File: src/rtl/assert_macros.svh
// ----------------------------------------------------------------------------
// assertion macros shared by the rtl
// ----------------------------------------------------------------------------
`ifndef ASSERT_MACROS_SVH
`define ASSERT_MACROS_SVH

// same-cycle implication, checked out of reset
`define ASSERT_SAME(lbl, clk, rst_n, ante, cons, msg) \
	lbl: assert property (@(posedge clk) disable iff (!rst_n) (ante) |-> (cons)) else $error(msg);

// next-cycle implication, checked out of reset
`define ASSERT_NEXT(lbl, clk, rst_n, ante, cons, msg) \
	lbl: assert property (@(posedge clk) disable iff (!rst_n) (ante) |=> (cons)) else $error(msg);

`endif

File: src/rtl/vtpd_pkg.sv
// ----------------------------------------------------------------------------
// vtpd_pkg
// constants and codes for the valve time proportioning driver
// ----------------------------------------------------------------------------
package vtpd_pkg;

	localparam int TIME_W = 24;

	localparam logic [7:0] LEVEL_MAX    = 8'd200;
	localparam logic [7:0] LEVEL_HALF   = 8'd100;
	localparam logic [7:0] DEFAULT_ERR  = 8'd30;
	localparam logic [7:0] DEFAULT_SW   = 8'd18;
	localparam logic [7:0] UNSET_CODE   = 8'hFF;
	localparam logic [TIME_W-1:0] PERIOD_UNIT = 24'd10000;
	localparam logic [TIME_W-1:0] ON_UNIT     = 24'd50;
	localparam logic [TIME_W-1:0] TIME_MAX    = {TIME_W{1'b1}};

	// mode codes carried in command_value
	localparam logic [7:0] CODE_TOGGLE = 8'd201;
	localparam logic [7:0] CODE_MANUAL = 8'd203;
	localparam logic [7:0] CODE_AUTO   = 8'd205;

	// request kinds
	localparam logic REQ_TICK = 1'b0;
	localparam logic REQ_SET  = 1'b1;

	// configuration register indexes
	localparam int CFG_IDX_W = 3;
	localparam logic [CFG_IDX_W-1:0] REG_SWITCH_TIME   = 3'd0;
	localparam logic [CFG_IDX_W-1:0] REG_ERROR_POS     = 3'd1;
	localparam logic [CFG_IDX_W-1:0] REG_UNLOCKED      = 3'd2;
	localparam logic [CFG_IDX_W-1:0] REG_NON_INVERTED  = 3'd3;
	localparam logic [CFG_IDX_W-1:0] REG_CHANNEL_INDEX = 3'd4;

endpackage

File: src/rtl/vtpd_req_if.sv
// ----------------------------------------------------------------------------
// vtpd_req_if
// request channel: millisecond ticks and set commands
// ----------------------------------------------------------------------------
interface vtpd_req_if;
	logic       valid;
	logic       ready;
	logic       req_type;
	logic [7:0] command_value;
	logic       by_pid;

	modport source (output valid, req_type, command_value, by_pid, input ready);
	modport sink   (input valid, req_type, command_value, by_pid, output ready);
endinterface

File: src/rtl/vtpd_rsp_if.sv
// ----------------------------------------------------------------------------
// vtpd_rsp_if
// result channel: valve drive and status after each request
// ----------------------------------------------------------------------------
interface vtpd_rsp_if;
	logic       valid;
	logic       ready;
	logic       drive_out;
	logic [7:0] level_out;
	logic       auto_out;
	logic       opening_out;

	modport source (output valid, drive_out, level_out, auto_out, opening_out, input ready);
	modport sink   (input valid, drive_out, level_out, auto_out, opening_out, output ready);
endinterface

File: src/rtl/valve_time_proportioning_driver_unit.sv
// ----------------------------------------------------------------------------
// valve_time_proportioning_driver_unit
// slow pwm drive for one thermal valve channel, with manual and auto modes
// ----------------------------------------------------------------------------
//  channel  dir  word
//  req      in   req_type, command_value, by_pid
//  rsp      out  drive_out, level_out, auto_out, opening_out
//  cfg      in   cfg_wr_en, cfg_index, cfg_data (write only)
//
//  one word per clock while results are taken; a request is held in the input
//  register and its result is registered in the valve state registers.
//  the valve state registers double as the result register, so a stalled
//  result holds the state; the input register holds one more word and then
//  drops ready until the result is taken.
//  arst_n clears all control state; no clearing pass is needed.
// ----------------------------------------------------------------------------
`include "assert_macros.svh"

module valve_time_proportioning_driver_unit #(
	parameter int STARTUP_DELAY_MS = 1000
) (
	input  logic                            clk,
	input  logic                            arst_n,
	vtpd_req_if.sink                        req,
	vtpd_rsp_if.source                      rsp,
	input  logic                            cfg_wr_en,
	input  logic [vtpd_pkg::CFG_IDX_W-1:0]  cfg_index,
	input  logic [7:0]                      cfg_data
);

	localparam int TW = vtpd_pkg::TIME_W;

	// configuration registers
	logic [7:0] switch_time_q;
	logic [7:0] error_pos_q;
	logic       unlocked_q;
	logic       non_inverted_q;
	logic [2:0] channel_index_q;

	// input stage
	logic       valid_s1;
	logic       req_type_s1;
	logic [7:0] command_value_s1;
	logic       by_pid_s1;

	// valve state, also the result word
	logic          rsp_valid_q;
	logic [7:0]    level_q;
	logic          rising_q;
	logic          auto_q;
	logic          drive_q;
	logic          first_q;
	logic          next_on_q;
	logic          startup_q;
	logic [TW-1:0] elapsed_q;
	logic [TW-1:0] phase_delay_q;

	// next state
	logic [7:0]    level_d;
	logic          rising_d;
	logic          auto_d;
	logic          drive_d;
	logic          first_d;
	logic          next_on_d;
	logic          startup_d;
	logic [TW-1:0] elapsed_d;
	logic [TW-1:0] phase_delay_d;

	logic          adv;
	logic          do_switch;
	logic [7:0]    eff_sw;
	logic [7:0]    eff_err;
	logic [15:0]   sw_level;
	logic [TW-1:0] on_t;
	logic [TW-1:0] off_t;
	logic [TW-1:0] period_t;
	logic [TW-1:0] switch_delay;
	logic [TW-1:0] startup_delay;
	logic [TW-1:0] cur_delay;
	logic [TW-1:0] elapsed_inc;
	logic [7:0]    target;
	logic          take_cmd;

	// handshake
	assign adv       = valid_s1 && (!rsp_valid_q || rsp.ready);
	assign req.ready = !valid_s1 || adv;

	// configuration writes
	always_ff @(posedge clk or negedge arst_n) begin
		if (!arst_n) begin
			switch_time_q   <= vtpd_pkg::DEFAULT_SW;
			error_pos_q     <= vtpd_pkg::DEFAULT_ERR;
			unlocked_q      <= 1'b1;
			non_inverted_q  <= 1'b1;
			channel_index_q <= 3'd0;
		end else if (cfg_wr_en) begin
			unique case (cfg_index)
				vtpd_pkg::REG_SWITCH_TIME:   switch_time_q   <= cfg_data;
				vtpd_pkg::REG_ERROR_POS:     error_pos_q     <= cfg_data;
				vtpd_pkg::REG_UNLOCKED:      unlocked_q      <= cfg_data[0];
				vtpd_pkg::REG_NON_INVERTED:  non_inverted_q  <= cfg_data[0];
				vtpd_pkg::REG_CHANNEL_INDEX: channel_index_q <= cfg_data[2:0];
				default: ;
			endcase
		end
	end

	// effective settings
	assign eff_sw = (switch_time_q == 8'd0 || switch_time_q == vtpd_pkg::UNSET_CODE)
		? vtpd_pkg::DEFAULT_SW : switch_time_q;
	assign eff_err = (error_pos_q == vtpd_pkg::UNSET_CODE) ? vtpd_pkg::DEFAULT_ERR
		: (error_pos_q > vtpd_pkg::LEVEL_MAX) ? vtpd_pkg::LEVEL_MAX : error_pos_q;
	assign startup_delay = TW'(STARTUP_DELAY_MS) * (TW'(channel_index_q) + TW'(1));

	// phase lengths for the current level
	assign sw_level     = 16'(eff_sw) * 16'(level_q);
	assign on_t         = TW'(sw_level) * vtpd_pkg::ON_UNIT;
	assign period_t     = TW'(eff_sw) * vtpd_pkg::PERIOD_UNIT;
	assign off_t        = period_t - on_t;
	assign switch_delay = first_q ? ((on_t >= off_t) ? (on_t >> 1) : (off_t >> 1))
		: (next_on_q ? on_t : off_t);

	// tick timing
	assign cur_delay   = startup_q ? startup_delay : phase_delay_q;
	assign elapsed_inc = (elapsed_q == vtpd_pkg::TIME_MAX) ? elapsed_q : elapsed_q + TW'(1);
	assign do_switch   = (req_type_s1 == vtpd_pkg::REQ_TICK) && (elapsed_inc >= cur_delay);
	assign take_cmd    = (req_type_s1 == vtpd_pkg::REQ_SET) && (unlocked_q || by_pid_s1);

	// next valve state
	always_comb begin
		level_d       = level_q;
		rising_d      = rising_q;
		auto_d        = auto_q;
		drive_d       = drive_q;
		first_d       = first_q;
		next_on_d     = next_on_q;
		startup_d     = startup_q;
		elapsed_d     = elapsed_q;
		phase_delay_d = phase_delay_q;
		target        = level_q;
		if (req_type_s1 == vtpd_pkg::REQ_TICK) begin
			if (do_switch) begin
				drive_d       = next_on_q ? non_inverted_q : !non_inverted_q;
				next_on_d     = !next_on_q;
				first_d       = 1'b0;
				startup_d     = 1'b0;
				phase_delay_d = switch_delay;
				elapsed_d     = '0;
			end else begin
				elapsed_d     = elapsed_inc;
				phase_delay_d = cur_delay;
			end
		end else if (take_cmd) begin
			if (command_value_s1 <= vtpd_pkg::LEVEL_MAX && (!auto_q || by_pid_s1)) begin
				target = command_value_s1;
			end else begin
				priority if (command_value_s1 == vtpd_pkg::CODE_TOGGLE) auto_d = !auto_q;
				else if (command_value_s1 == vtpd_pkg::CODE_AUTO)        auto_d = 1'b1;
				else if (command_value_s1 == vtpd_pkg::CODE_MANUAL)      auto_d = 1'b0;
				else                                                     auto_d = auto_q;
				target = auto_d ? eff_err : level_q;
			end
			// a new level restarts the phase pattern at the next switch
			if (target != level_q) begin
				rising_d  = level_q < target;
				level_d   = target;
				first_d   = 1'b1;
				next_on_d = target >= vtpd_pkg::LEVEL_HALF;
			end
		end
	end

	// input register
	always_ff @(posedge clk or negedge arst_n) begin
		if (!arst_n) begin
			valid_s1 <= 1'b0;
		end else if (req.ready) begin
			valid_s1 <= req.valid;
		end
	end

	always_ff @(posedge clk) begin
		if (req.ready && req.valid) begin
			req_type_s1      <= req.req_type;
			command_value_s1 <= req.command_value;
			by_pid_s1        <= req.by_pid;
		end
	end

	// valve state and result valid
	always_ff @(posedge clk or negedge arst_n) begin
		if (!arst_n) begin
			rsp_valid_q   <= 1'b0;
			level_q       <= vtpd_pkg::DEFAULT_ERR;
			rising_q      <= 1'b0;
			auto_q        <= 1'b0;
			drive_q       <= 1'b0;
			first_q       <= 1'b1;
			next_on_q     <= 1'b0;
			startup_q     <= 1'b1;
			elapsed_q     <= '0;
			phase_delay_q <= TW'(STARTUP_DELAY_MS);
		end else begin
			if (adv) begin
				rsp_valid_q   <= 1'b1;
				level_q       <= level_d;
				rising_q      <= rising_d;
				auto_q        <= auto_d;
				drive_q       <= drive_d;
				first_q       <= first_d;
				next_on_q     <= next_on_d;
				startup_q     <= startup_d;
				elapsed_q     <= elapsed_d;
				phase_delay_q <= phase_delay_d;
			end else if (rsp.ready) begin
				rsp_valid_q   <= 1'b0;
			end
		end
	end

	assign rsp.valid       = rsp_valid_q;
	assign rsp.drive_out   = drive_q;
	assign rsp.level_out   = level_q;
	assign rsp.auto_out    = auto_q;
	assign rsp.opening_out = rising_q;

	// checks
	`ASSERT_SAME(a_level_range, clk, arst_n, rsp_valid_q, level_q <= vtpd_pkg::LEVEL_MAX, "level above maximum")
	`ASSERT_NEXT(a_drive_only_on_switch, clk, arst_n, !(adv && do_switch), $stable(drive_q), "drive changed without a phase switch")
	`ASSERT_NEXT(a_startup_once, clk, arst_n, !startup_q, !startup_q, "startup re-entered")

endmodule

File: src/flat_wrapper.sv
// flat-port wrapper written by rule: the top's interface ports become plain ports
module valve_time_proportioning_driver_unit_flat 
#(
	parameter int STARTUP_DELAY_MS = 1000
)
  (clk, arst_n, cfg_wr_en, cfg_index, cfg_data, req_valid, req_req_type, req_command_value, req_by_pid, req_ready, rsp_valid, rsp_drive_out, rsp_level_out, rsp_auto_out, rsp_opening_out, rsp_ready);
  vtpd_req_if req_i ();
  vtpd_rsp_if rsp_i ();
  input  logic clk;
  input  logic arst_n;
  input  logic cfg_wr_en;
  input  logic [vtpd_pkg::CFG_IDX_W-1:0] cfg_index;
  input  logic [7:0] cfg_data;
  input wire logic [$bits(req_i.valid)-1:0] req_valid;
  input wire logic [$bits(req_i.req_type)-1:0] req_req_type;
  input wire logic [$bits(req_i.command_value)-1:0] req_command_value;
  input wire logic [$bits(req_i.by_pid)-1:0] req_by_pid;
  output wire logic [$bits(req_i.ready)-1:0] req_ready;
  output wire logic [$bits(rsp_i.valid)-1:0] rsp_valid;
  output wire logic [$bits(rsp_i.drive_out)-1:0] rsp_drive_out;
  output wire logic [$bits(rsp_i.level_out)-1:0] rsp_level_out;
  output wire logic [$bits(rsp_i.auto_out)-1:0] rsp_auto_out;
  output wire logic [$bits(rsp_i.opening_out)-1:0] rsp_opening_out;
  input wire logic [$bits(rsp_i.ready)-1:0] rsp_ready;
  assign req_i.valid = req_valid;
  assign req_i.req_type = req_req_type;
  assign req_i.command_value = req_command_value;
  assign req_i.by_pid = req_by_pid;
  assign req_ready = req_i.ready;
  assign rsp_valid = rsp_i.valid;
  assign rsp_drive_out = rsp_i.drive_out;
  assign rsp_level_out = rsp_i.level_out;
  assign rsp_auto_out = rsp_i.auto_out;
  assign rsp_opening_out = rsp_i.opening_out;
  assign rsp_i.ready = rsp_ready;
  valve_time_proportioning_driver_unit #(.STARTUP_DELAY_MS(STARTUP_DELAY_MS)) u_core (.clk(clk), .arst_n(arst_n), .req(req_i), .rsp(rsp_i), .cfg_wr_en(cfg_wr_en), .cfg_index(cfg_index), .cfg_data(cfg_data));
endmodule
File: config.mk
export PLATFORM = sky130hd
export DESIGN_NAME = valve_time_proportioning_driver_unit_flat
export DESIGN_NICKNAME = d
export VERILOG_FILES = /design/src/rtl/vtpd_pkg.sv /design/src/rtl/vtpd_req_if.sv /design/src/rtl/vtpd_rsp_if.sv /design/src/rtl/valve_time_proportioning_driver_unit.sv /design/src/flat_wrapper.sv
export VERILOG_INCLUDE_DIRS = /design/src /design/src/rtl
export SDC_FILE = /design/constraint.sdc
export NUM_CORES = 1
export LEC_CHECK = 0
export ABC_AREA = 1
export BUFFER_PORTS_ARGS = -buffer_cell sky130_fd_sc_hd__buf_2
export CORE_AREA = 2 2 188 190
export DETAILED_ROUTE_END_ITERATION = 8
export DIE_AREA = 0 0 190 192
export PLACE_DENSITY_LB_ADDON = 0.15
export SLEW_MARGIN = 0
export SYNTH_ARGS = -nofsm -noshare
export SYNTH_HDL_FRONTEND = slang
export SYNTH_SLANG_ARGS = --single-unit
export TNS_END_PERCENT = 30
File: constraint.sdc
create_clock -name clk -period 12.4 [get_ports clk]
set_clock_uncertainty 0.2 [all_clocks]
set_input_delay 1.24 -clock clk [delete_from_list [all_inputs] [get_ports clk]]
set_output_delay 1.24 -clock clk [all_outputs]
set_load 0.01 [all_outputs]
==> results.yml, run 1 <==
run_status:
  outcome: "completed"
worst_setup_path:
  cp_common_cell: "nand2_1"
  cp_slowest_cell: "dfstp_2"
  max_stage_delay_ns: 0.56
  cp-end-kind: "flop"
  cp.arrival_ns: 11.20
  crit_fanout: 21
  rrSetupSlack_ns: 1.29
  r2r-start: "u_core.switch_time_q[4]"
  critPathRequiredTime_ns: 12.49
  r2r-end: "u_core.phase_delay_q[6]"
  cp-start-kind: "flop"
  critPathKind: "reg -> reg"
  ff2ff_path_depth: 51
synthesis:
  avgSynthCellArea_um2: 7.19
  synth_area_leaders: "ha_1, dfrtp_1, nand2_1, fa_1, inv_1"
  synth_nets: 2108
  synth-seq-area-share_pct: 18.9
  ys.flop_type: "dfrtp_1"
  synth_area_um2: 13000
  synth_top_area_cell: "ha_1"
  synth_cell_types: 52
  synth-edff-count: 10
  ys_async_sr_fraction_pct: 89.5
  synth-seq-cells: 95
  yosys_warnings: 0
  synth_top_area_share_pct: 20.1
  synthCells: 1806
finish:
  synthToLayoutAreaGrowth_pct: 7.29
  fin_nets: 2129
  drive_gt1_share_pct: 6.11
  antenna_cells: 0
  final_cells: 2287
  postLayoutCoreUtil_pct: 40.6
timing:
  worst_pin_slew_ns: 0.969
  fmax_ghz: 0.0900
  rsz0062_at_grt: "no"
  finalSetupViolations: 0
  relSlewSlack_pct: 35.0
  hold_ws_ns: 0.271
  fin_crit_ns: 11.11
  maxSlewViolCount: 0
  setup_tns_ns: 0
  fin_crit_sh_pct: 89.6
  finalHoldViolations: 0
placement:
  gp_congestion: 0.839
  dp_hpwl_um: 28200
  dp.cells: 2271
  io_buffers: 38
routing:
  drt_iter0_markers: 566
  firstDrtPassIters: 8
  drt-vias-per-instance: 4.93
  vias: 11265
  drcViolationCount: 0
  routed_wl_um: 34000
  wl_per_cell_um: 14.9
  ant_nets: 0
grt:
  grtUsageTotal_pct: 19.5
  grt_overflow: 0
  grt_pass1_wl_um: 56800
  grt_max_degree: 72
  antenna_found_initial: 0
  grt_pass1_vias: 11070
floorplanning:
  start_util_pct: 37.9
  dieArea_um2: 36500
  die_w_um: 190
  ios: 39
  die_h_um: 192
  core-area_um2: 34300
  num_rows: 68
clocking:
  cts_root_buf: "clkbuf_16"
  cts_resized: 0
  cts_buffer_depth: 2
  cts_hold_buf: 0
  clkSinkCount: 95
  clk_transition_reported_paths_ns: 0.09
  clk_latency_ns: 0.36
  cts_setup_buffers: 0
  cts-buffers-inserted: 9
  htree_num_levels: 3
  cts_tree: "built"
hold_path:
  min_to: "u_core.phase_delay_q[9]"
  hp-start: "u_core.phase_delay_q[9]"
  whs_path_depth: 2
  min_path_type: "reg -> reg"
job:
  maxCapViolCount: 0
==> stage by stage <==
step | area (um^2) | worst slack [ns]
after floorplan | 13000 | 3.03
after global placement | 13600 | 1.25
after detailed placement | 13600 | 1.20
after CTS | 13900 | 1.19
after global routing | 13900 | 0.213
final | 13900 | 1.29
==> logic make-up after synthesis <==
logic type	share of synthesized area, %
AO/OA/AOI/OAI	12.1
XOR/XNOR	5.06
adder cells (fa/ha/maj)	30.5
buffers and inverters	11.1
flip-flops	18.9
multiplexers	0.154
AND/OR/NAND/NOR	22.3
==> synthesized netlist by cell type (all sizes together) (9+ instances only) <==
library cell / count
dfstp: 20
o21ai: 120
nand3: 94
nor2: 127
a21oi: 117
xnor2: 15
dfrtp: 65
clkbuf: 24
nand2: 430
nor3: 15
inv: 340
edfxtp: 10
o21bai: 10
nand4: 13
fa: 67
a31oi: 9
o22ai: 9
ha: 209
buf: 9
xor2: 60
==> routing by layer <==
layer | up-vias | track usage [%] | part of all wire (%) | wire length [um]
met3 | 21 | 1.92 | 3.1 | 1060
met2 | 186 | 32.8 | 46 | 15700
met5 | - | 0 | 0 | 0
li1 | 5815 | - | - | -
met4 | 0 | 2.98 | 1.0 | 340
met1 | 5243 | 27.4 | 50 | 16900
==> cells in the final DEF, fill, tap and decap left out, drive strengths merged, types with 13 or more instances in the layout <==
cell   netlist  routed
a21oi      117     117
buf          9      43
dfrtp       65      65
dfstp       20      20
fa          67      67
ha         209     209
inv        340     344
nand2      430     430
nand3       94      94
nand4       13      13
nor2       127     127
nor3        15      15
o21ai      120     120
xnor2       15      15
xor2        60      60
==> area by class of cell <==
cell class              instances  area (um^2)
clock inverters                 6         57.6
clock buffers                  10          239
fillers                      3636        20400
flip-flops and latches         95         2450
well taps                     455          569
multi-input cells            1335         9100
inverters                     343         1290
repair buffers                 43          230
==> registers in the layout (all words and copies together) (netlist names), 3 cells and up <==
name / cells
u_core.channel_index_q: 3
u_core.error_pos_q: 8
u_core.phase_delay_q: 24
u_core.rsp.level_out: 8
u_core.switch_time_q: 8
u_core.elapsed_q: 24
u_core.command_value_s1: 8
==> worst max path at each step <==
stage / startpoint / to / slack [ns] / cells past startpoint
final: u_core.switch_time_q[4] / u_core.phase_delay_q[6] / 1.29 / 51
after global routing: u_core.switch_time_q[4] / u_core.phase_delay_q[2] / 0.21 / 51
after CTS: u_core.switch_time_q[4] / u_core.phase_delay_q[2] / 1.19 / 51
after detailed placement: u_core.switch_time_q[1] / u_core.phase_delay_q[9] / 1.20 / 51
after global placement: u_core.switch_time_q[1] / u_core.phase_delay_q[9] / 1.25 / 51
after floorplan: u_core.switch_time_q[1] / u_core.phase_delay_q[12] / 3.03 / 57
==> worst max-delay path, delay by kind of cell (launching register included) <==
family	cells	cell delay [ns]
buffers and inverters	6	0.76
AND/OR/NAND/NOR	19	2.27
flip-flops	1	0.56
XOR/XNOR	4	1.32
AO/OA/AOI/OAI	12	1.92
adder cells (fa/ha/maj)	10	3.94
Power of run 1 is left out: the tool's default activity adds up to more than one toggle a clock period on the data nets, which glitch-free logic cannot reach.
==> run 2, diff against run 1 <==
--- a/config.mk
+++ b/config.mk
@@ -12,6 +12,7 @@
 export DETAILED_ROUTE_END_ITERATION = 8
 export DIE_AREA = 0 0 190 192
 export PLACE_DENSITY_LB_ADDON = 0.15
+export REMOVE_ABC_BUFFERS = 1
 export SLEW_MARGIN = 0
 export SYNTH_ARGS = -nofsm -noshare
 export SYNTH_HDL_FRONTEND = slang
==> results.yml, run 2 (synthesis results as in run 1) <==
finish:
  mostFrequentLayoutCells: "nand2_1, inv_1, ha_1"
  antenna_cells: 0
  synthToLayoutAreaGrowth_pct: 7.37
  layout_commonest_cell: "nand2_1"
  final.fill_count: 3573
  drive_gt1_share_pct: 6.11
  postLayoutCoreUtil_pct: 40.7
  final_cells: 2287
  top_regs: "u_core.elapsed_q x24, u_core.phase_delay_q x24"
  fin_nets: 2129
grt:
  grt_pass1_vias: 11294
  antenna_found_initial: 0
  grtUsageTotal_pct: 19.7
  grt_max_degree: 61
  grt_overflow: 0
  grt_pass1_wl_um: 57500
placement:
  dp.cells: 2271
  io_buffers: 38
  gp_congestion: 0.875
  dp_hpwl_um: 28300
timing:
  finalSetupViolations: 0
  setup_tns_ns: 0
  relSlewSlack_pct: 37.9
  rsz0062_at_grt: "no"
  finalHoldViolations: 0
  fmax_ghz: 0.0891
  fin_crit_sh_pct: 90.5
  hold_ws_ns: 0.270
  worst_pin_slew_ns: 0.926
  maxSlewViolCount: 0
  fin_crit_ns: 11.22
routing:
  wl_per_cell_um: 15.0
  drt-vias-per-instance: 4.94
  drcViolationCount: 0
  ant_nets: 0
  firstDrtPassIters: 5
  routed_wl_um: 34400
  drt_iter0_markers: 523
  vias: 11294
floorplanning:
  ios: 39
  core-area_um2: 34300
  die_w_um: 190
  start_util_pct: 37.9
  dieArea_um2: 36500
  num_rows: 68
  die_h_um: 192
clocking:
  clk_transition_reported_paths_ns: 0.09
  cts_resized: 0
  clk_latency_ns: 0.36
  cts_setup_buffers: 0
  clkSinkCount: 95
  cts_buffer_depth: 2
  cts_tree: "built"
  cts_hold_buf: 0
  htree_num_levels: 3
  cts_root_buf: "clkbuf_16"
  cts-buffers-inserted: 9
job:
  maxCapViolCount: 0
worst_setup_path:
  critPathKind: "reg -> reg"
  cp_slowest_cell: "xor2_1"
  max_stage_delay_ns: 0.58
  crit_fanout: 21
  cp.arrival_ns: 11.27
  cp-start-kind: "flop"
  cp_common_cell: "nand2_1"
  critPathRequiredTime_ns: 12.45
  cp-end-kind: "flop"
hold_path:
  min_path_type: "reg -> reg"
run_status:
  outcome: "completed"
[run 2: path summary, 6_finish.rpt]
check	slack [ns]	from	cells past startpoint	endpoint
max	1.18	u_core.switch_time_q[4]	52	u_core.phase_delay_q[2]
min	0.27	u_core.phase_delay_q[7]	2	u_core.phase_delay_q[7]
max reg2reg	1.18	u_core.switch_time_q[4]	52	u_core.phase_delay_q[2]
min reg2reg	0.27	u_core.phase_delay_q[7]	2	u_core.phase_delay_q[7]
max in group asynchronous	10.26	arst_n	2	u_core.rsp.level_out[6]
min in group asynchronous	0.60	arst_n	1	u_core.phase_delay_q[19]
[run 2: critical path, delay by kind of cell, from the launching register on]
| kind | cells | cell delay, ns |
|---|---|---|
| compound gates | 10 | 1.62 |
| xor+xnor | 4 | 1.34 |
| flops | 1 | 0.57 |
| simple gates | 22 | 2.62 |
| fa+ha+maj | 10 | 3.96 |
| buf+inv | 6 | 0.75 |
[run 2: stage by stage]
step | setup slack (ns) | area (um^2)
2_1_floorplan | 2.79 | 12800
3_3_place_gp | 1.18 | 13600
3_5_place_dp | 1.12 | 13600
4_1_cts | 1.07 | 13900
5_1_grt | 0.0194 | 13900
6_report | 1.18 | 13900
[run 2: layout make-up]
cell class              count  area (um^2)  area share (%)
clock buffers               9          225            1.62
multi-input cells        1335         9100            65.2
inverters                 343         1290            9.23
flip-flops and latches     95         2450            17.6
clock inverters             7         81.3           0.583
well taps                 455          569            4.08
repair buffers             43          230            1.65
[run 2: layer usage]
layer	share of wire [%]	vias to the layer above	GRT usage (%)
met3	2.9	31	1.88
met2	46	211	33.7
li1	-	5814	-
met5	0	-	0
met1	50	5238	27.0
met4	1.6	0	4.20
Power of run 2 is left out for the same reason.
==> run 3, diff against run 2 <==
--- a/config.mk
+++ b/config.mk
@@ -6,8 +6,7 @@
 export SDC_FILE = /design/constraint.sdc
 export NUM_CORES = 1
 export LEC_CHECK = 0
-export ABC_AREA = 1
-export BUFFER_PORTS_ARGS = -buffer_cell sky130_fd_sc_hd__buf_2
+export BUFFER_PORTS_ARGS = -buffer_cell sky130_fd_sc_hd__buf_4
 export CORE_AREA = 2 2 188 190
 export DETAILED_ROUTE_END_ITERATION = 8
 export DIE_AREA = 0 0 190 192
==> results.yml, run 3 <==
worst_setup_path:
  cp_slowest_cell: "fa_1"
  cp-start-kind: "flop"
  cp-end-kind: "flop"
  crit_fanout: 23
  critPathRequiredTime_ns: 12.48
  cp.arrival_ns: 11.65
  cp_common_cell: "inv_1"
  crit_buf_inv: 8
  critPathKind: "reg -> reg"
  max_stage_delay_ns: 0.56
  path_delay_family: "adder cells"
  rrSetupSlack_ns: 0.83
routing:
  drt-vias-per-instance: 5.28
  vias: 10452
  drt_iter0_markers: 515
  routed_wl_um: 34000
  drcViolationCount: 0
  firstDrtPassIters: 5
  wl_per_cell_um: 17.2
  ant_nets: 0
placement:
  pre_cts_ws_ns: 0.146
  io_buffers: 38
  dp_hpwl_um: 27500
  dp.cells: 1958
  gp_congestion: 0.849
synthesis:
  yosys-top-cells-count: "ha_1, inv_1, nand2_1"
  ys_async_sr_fraction_pct: 89.5
  avgSynthCellArea_um2: 8.68
  synth_mux_area_share_pct: 4.27
  synth-edff-count: 10
  yosys.area_share.simple_pct: 15.2
  synth_compound_area_share_pct: 17.6
  synth_top_area_cell: "ha_1"
  yosysMostFrequentCell: "ha_1"
  synth_area_leaders: "ha_1, dfrtp_1, fa_1, inv_1, dfstp_2"
  yosys.area_share.adder_pct: 30.6
  synthCells: 1498
  synth-seq-cells: 95
  synth_top_area_share_pct: 20.1
  synth_top_family_by_area: "adder cells"
  yosys_warnings: 0
  synth_cell_types: 85
  ys.flop_type: "dfrtp_1"
  synth_xor_area_share_pct: 6.34
  synth-seq-area-share_pct: 18.9
  synth_area_um2: 13000
timing:
  maxSlewViolCount: 0
  setup_ws_ns: 0.833
  fmax_ghz: 0.0865
  worst_pin_slew_ns: 1.03
  rsz0062_at_grt: "no"
  relSlewSlack_pct: 31.4
  fin_crit_ns: 11.57
  fin_crit_sh_pct: 93.3
  finalHoldViolations: 0
  setup_tns_ns: 0
  finalSetupViolations: 0
grt:
  grt_max_degree: 67
  grt_pass1_wl_um: 55000
  grt_pass1_vias: 10267
  antenna_found_initial: 0
  grtUsageTotal_pct: 19.1
  grt_overflow: 0
clocking:
  clkSinkCount: 95
  cts_tree: "built"
  cts-buffers-inserted: 9
  clk_transition_reported_paths_ns: 0.07
  cts_buffer_depth: 2
  cts_root_buf: "clkbuf_16"
  clk_latency_ns: 0.36
  htree_num_levels: 3
finish:
  top_regs: "u_core.elapsed_q x24, u_core.phase_delay_q x24"
  synthToLayoutAreaGrowth_pct: 8.50
  final_cells: 1979
  antenna_cells: 0
  final.fill_count: 3461
  layout_commonest_cell: "ha_1"
  fin_nets: 1821
  mostFrequentLayoutCells: "ha_1, inv_1, nand2_1"
  drive_gt1_share_pct: 10.2
floorplanning:
  die_w_um: 190
  ios: 39
  start_util_pct: 37.9
  dieArea_um2: 36500
  core-area_um2: 34300
  die_h_um: 192
  num_rows: 68
run_status:
  outcome: "completed"
job:
  maxCapViolCount: 0
hold_path:
  min_path_type: "reg -> reg"
## run 3: final cells by class
cell class	count	area (um^2)	area share, %
clock buffer	9	225	1.60
clock inverter	7	40.0	0.284
inverter	189	709	5.03
multi-input combinational	1164	9650	68.4
sequential	95	2450	17.4
tap	455	569	4.04
timing repair buffer	60	454	3.22
## run 3: layer usage
metal  GRT usage (%)  up-vias  routed length [um]
met1            26.1     4993               16700
li1                -     5264                   -
met4            5.46        0                 841
met5               0        -                   0
met3            2.56       49                 977
met2            31.4      146               15500
## run 3: cell families after synthesis
kind of cell | count (synthesis)
AND/OR/NAND/NOR | 399
multiplexers | 51
flip-flops | 95
adder cells (fa/ha/maj) | 278
XOR/XNOR | 92
AO/OA/AOI/OAI | 344
buffers and inverters | 239
## run 3: worst reg2reg max path, delay by kind of cell (launching register included)
kind | cells | cell delay, ns
XOR/XNOR | 3 | 0.72
adder cells (fa/ha/maj) | 12 | 4.78
AND/OR/NAND/NOR | 5 | 0.94
flip-flops | 1 | 0.47
AO/OA/AOI/OAI | 18 | 3.35
multiplexers | 1 | 0.33
buffers and inverters | 8 | 0.68
## run 3: through the flow
step / utilization, % / area, um^2 / hold slack, ns
2_1_floorplan: - / 12800 / 0.256
3_3_place_gp: 40.2 / 13800 / 0.273
3_5_place_dp: 40.2 / 13800 / 0.275
4_1_cts: 40.9 / 14000 / 0.288
5_1_grt: 41.1 / 14100 / 0.315
6_report: 41.1 / 14100 / 0.286
## run 3: worst paths after layout
kind	startpoint	endpoint	cells after the start
setup / recovery	u_core.switch_time_q[6]	u_core.phase_delay_q[5]	47
hold / removal	u_core.phase_delay_q[5]	u_core.phase_delay_q[5]	2
setup reg to reg	u_core.switch_time_q[6]	u_core.phase_delay_q[5]	47
hold reg to reg	u_core.phase_delay_q[5]	u_core.phase_delay_q[5]	2
max in group asynchronous	arst_n	u_core.switch_time_q[5]	2
min in group asynchronous	arst_n	u_core.elapsed_q[16]	1
## run 3: repair_timing
item	CTS	global route
buffers inserted	0	4
endpoints found under the setup margin	0	20
hold buffers	0	0
gates resized for setup	0	9
Power of run 3 is left out for the same reason.
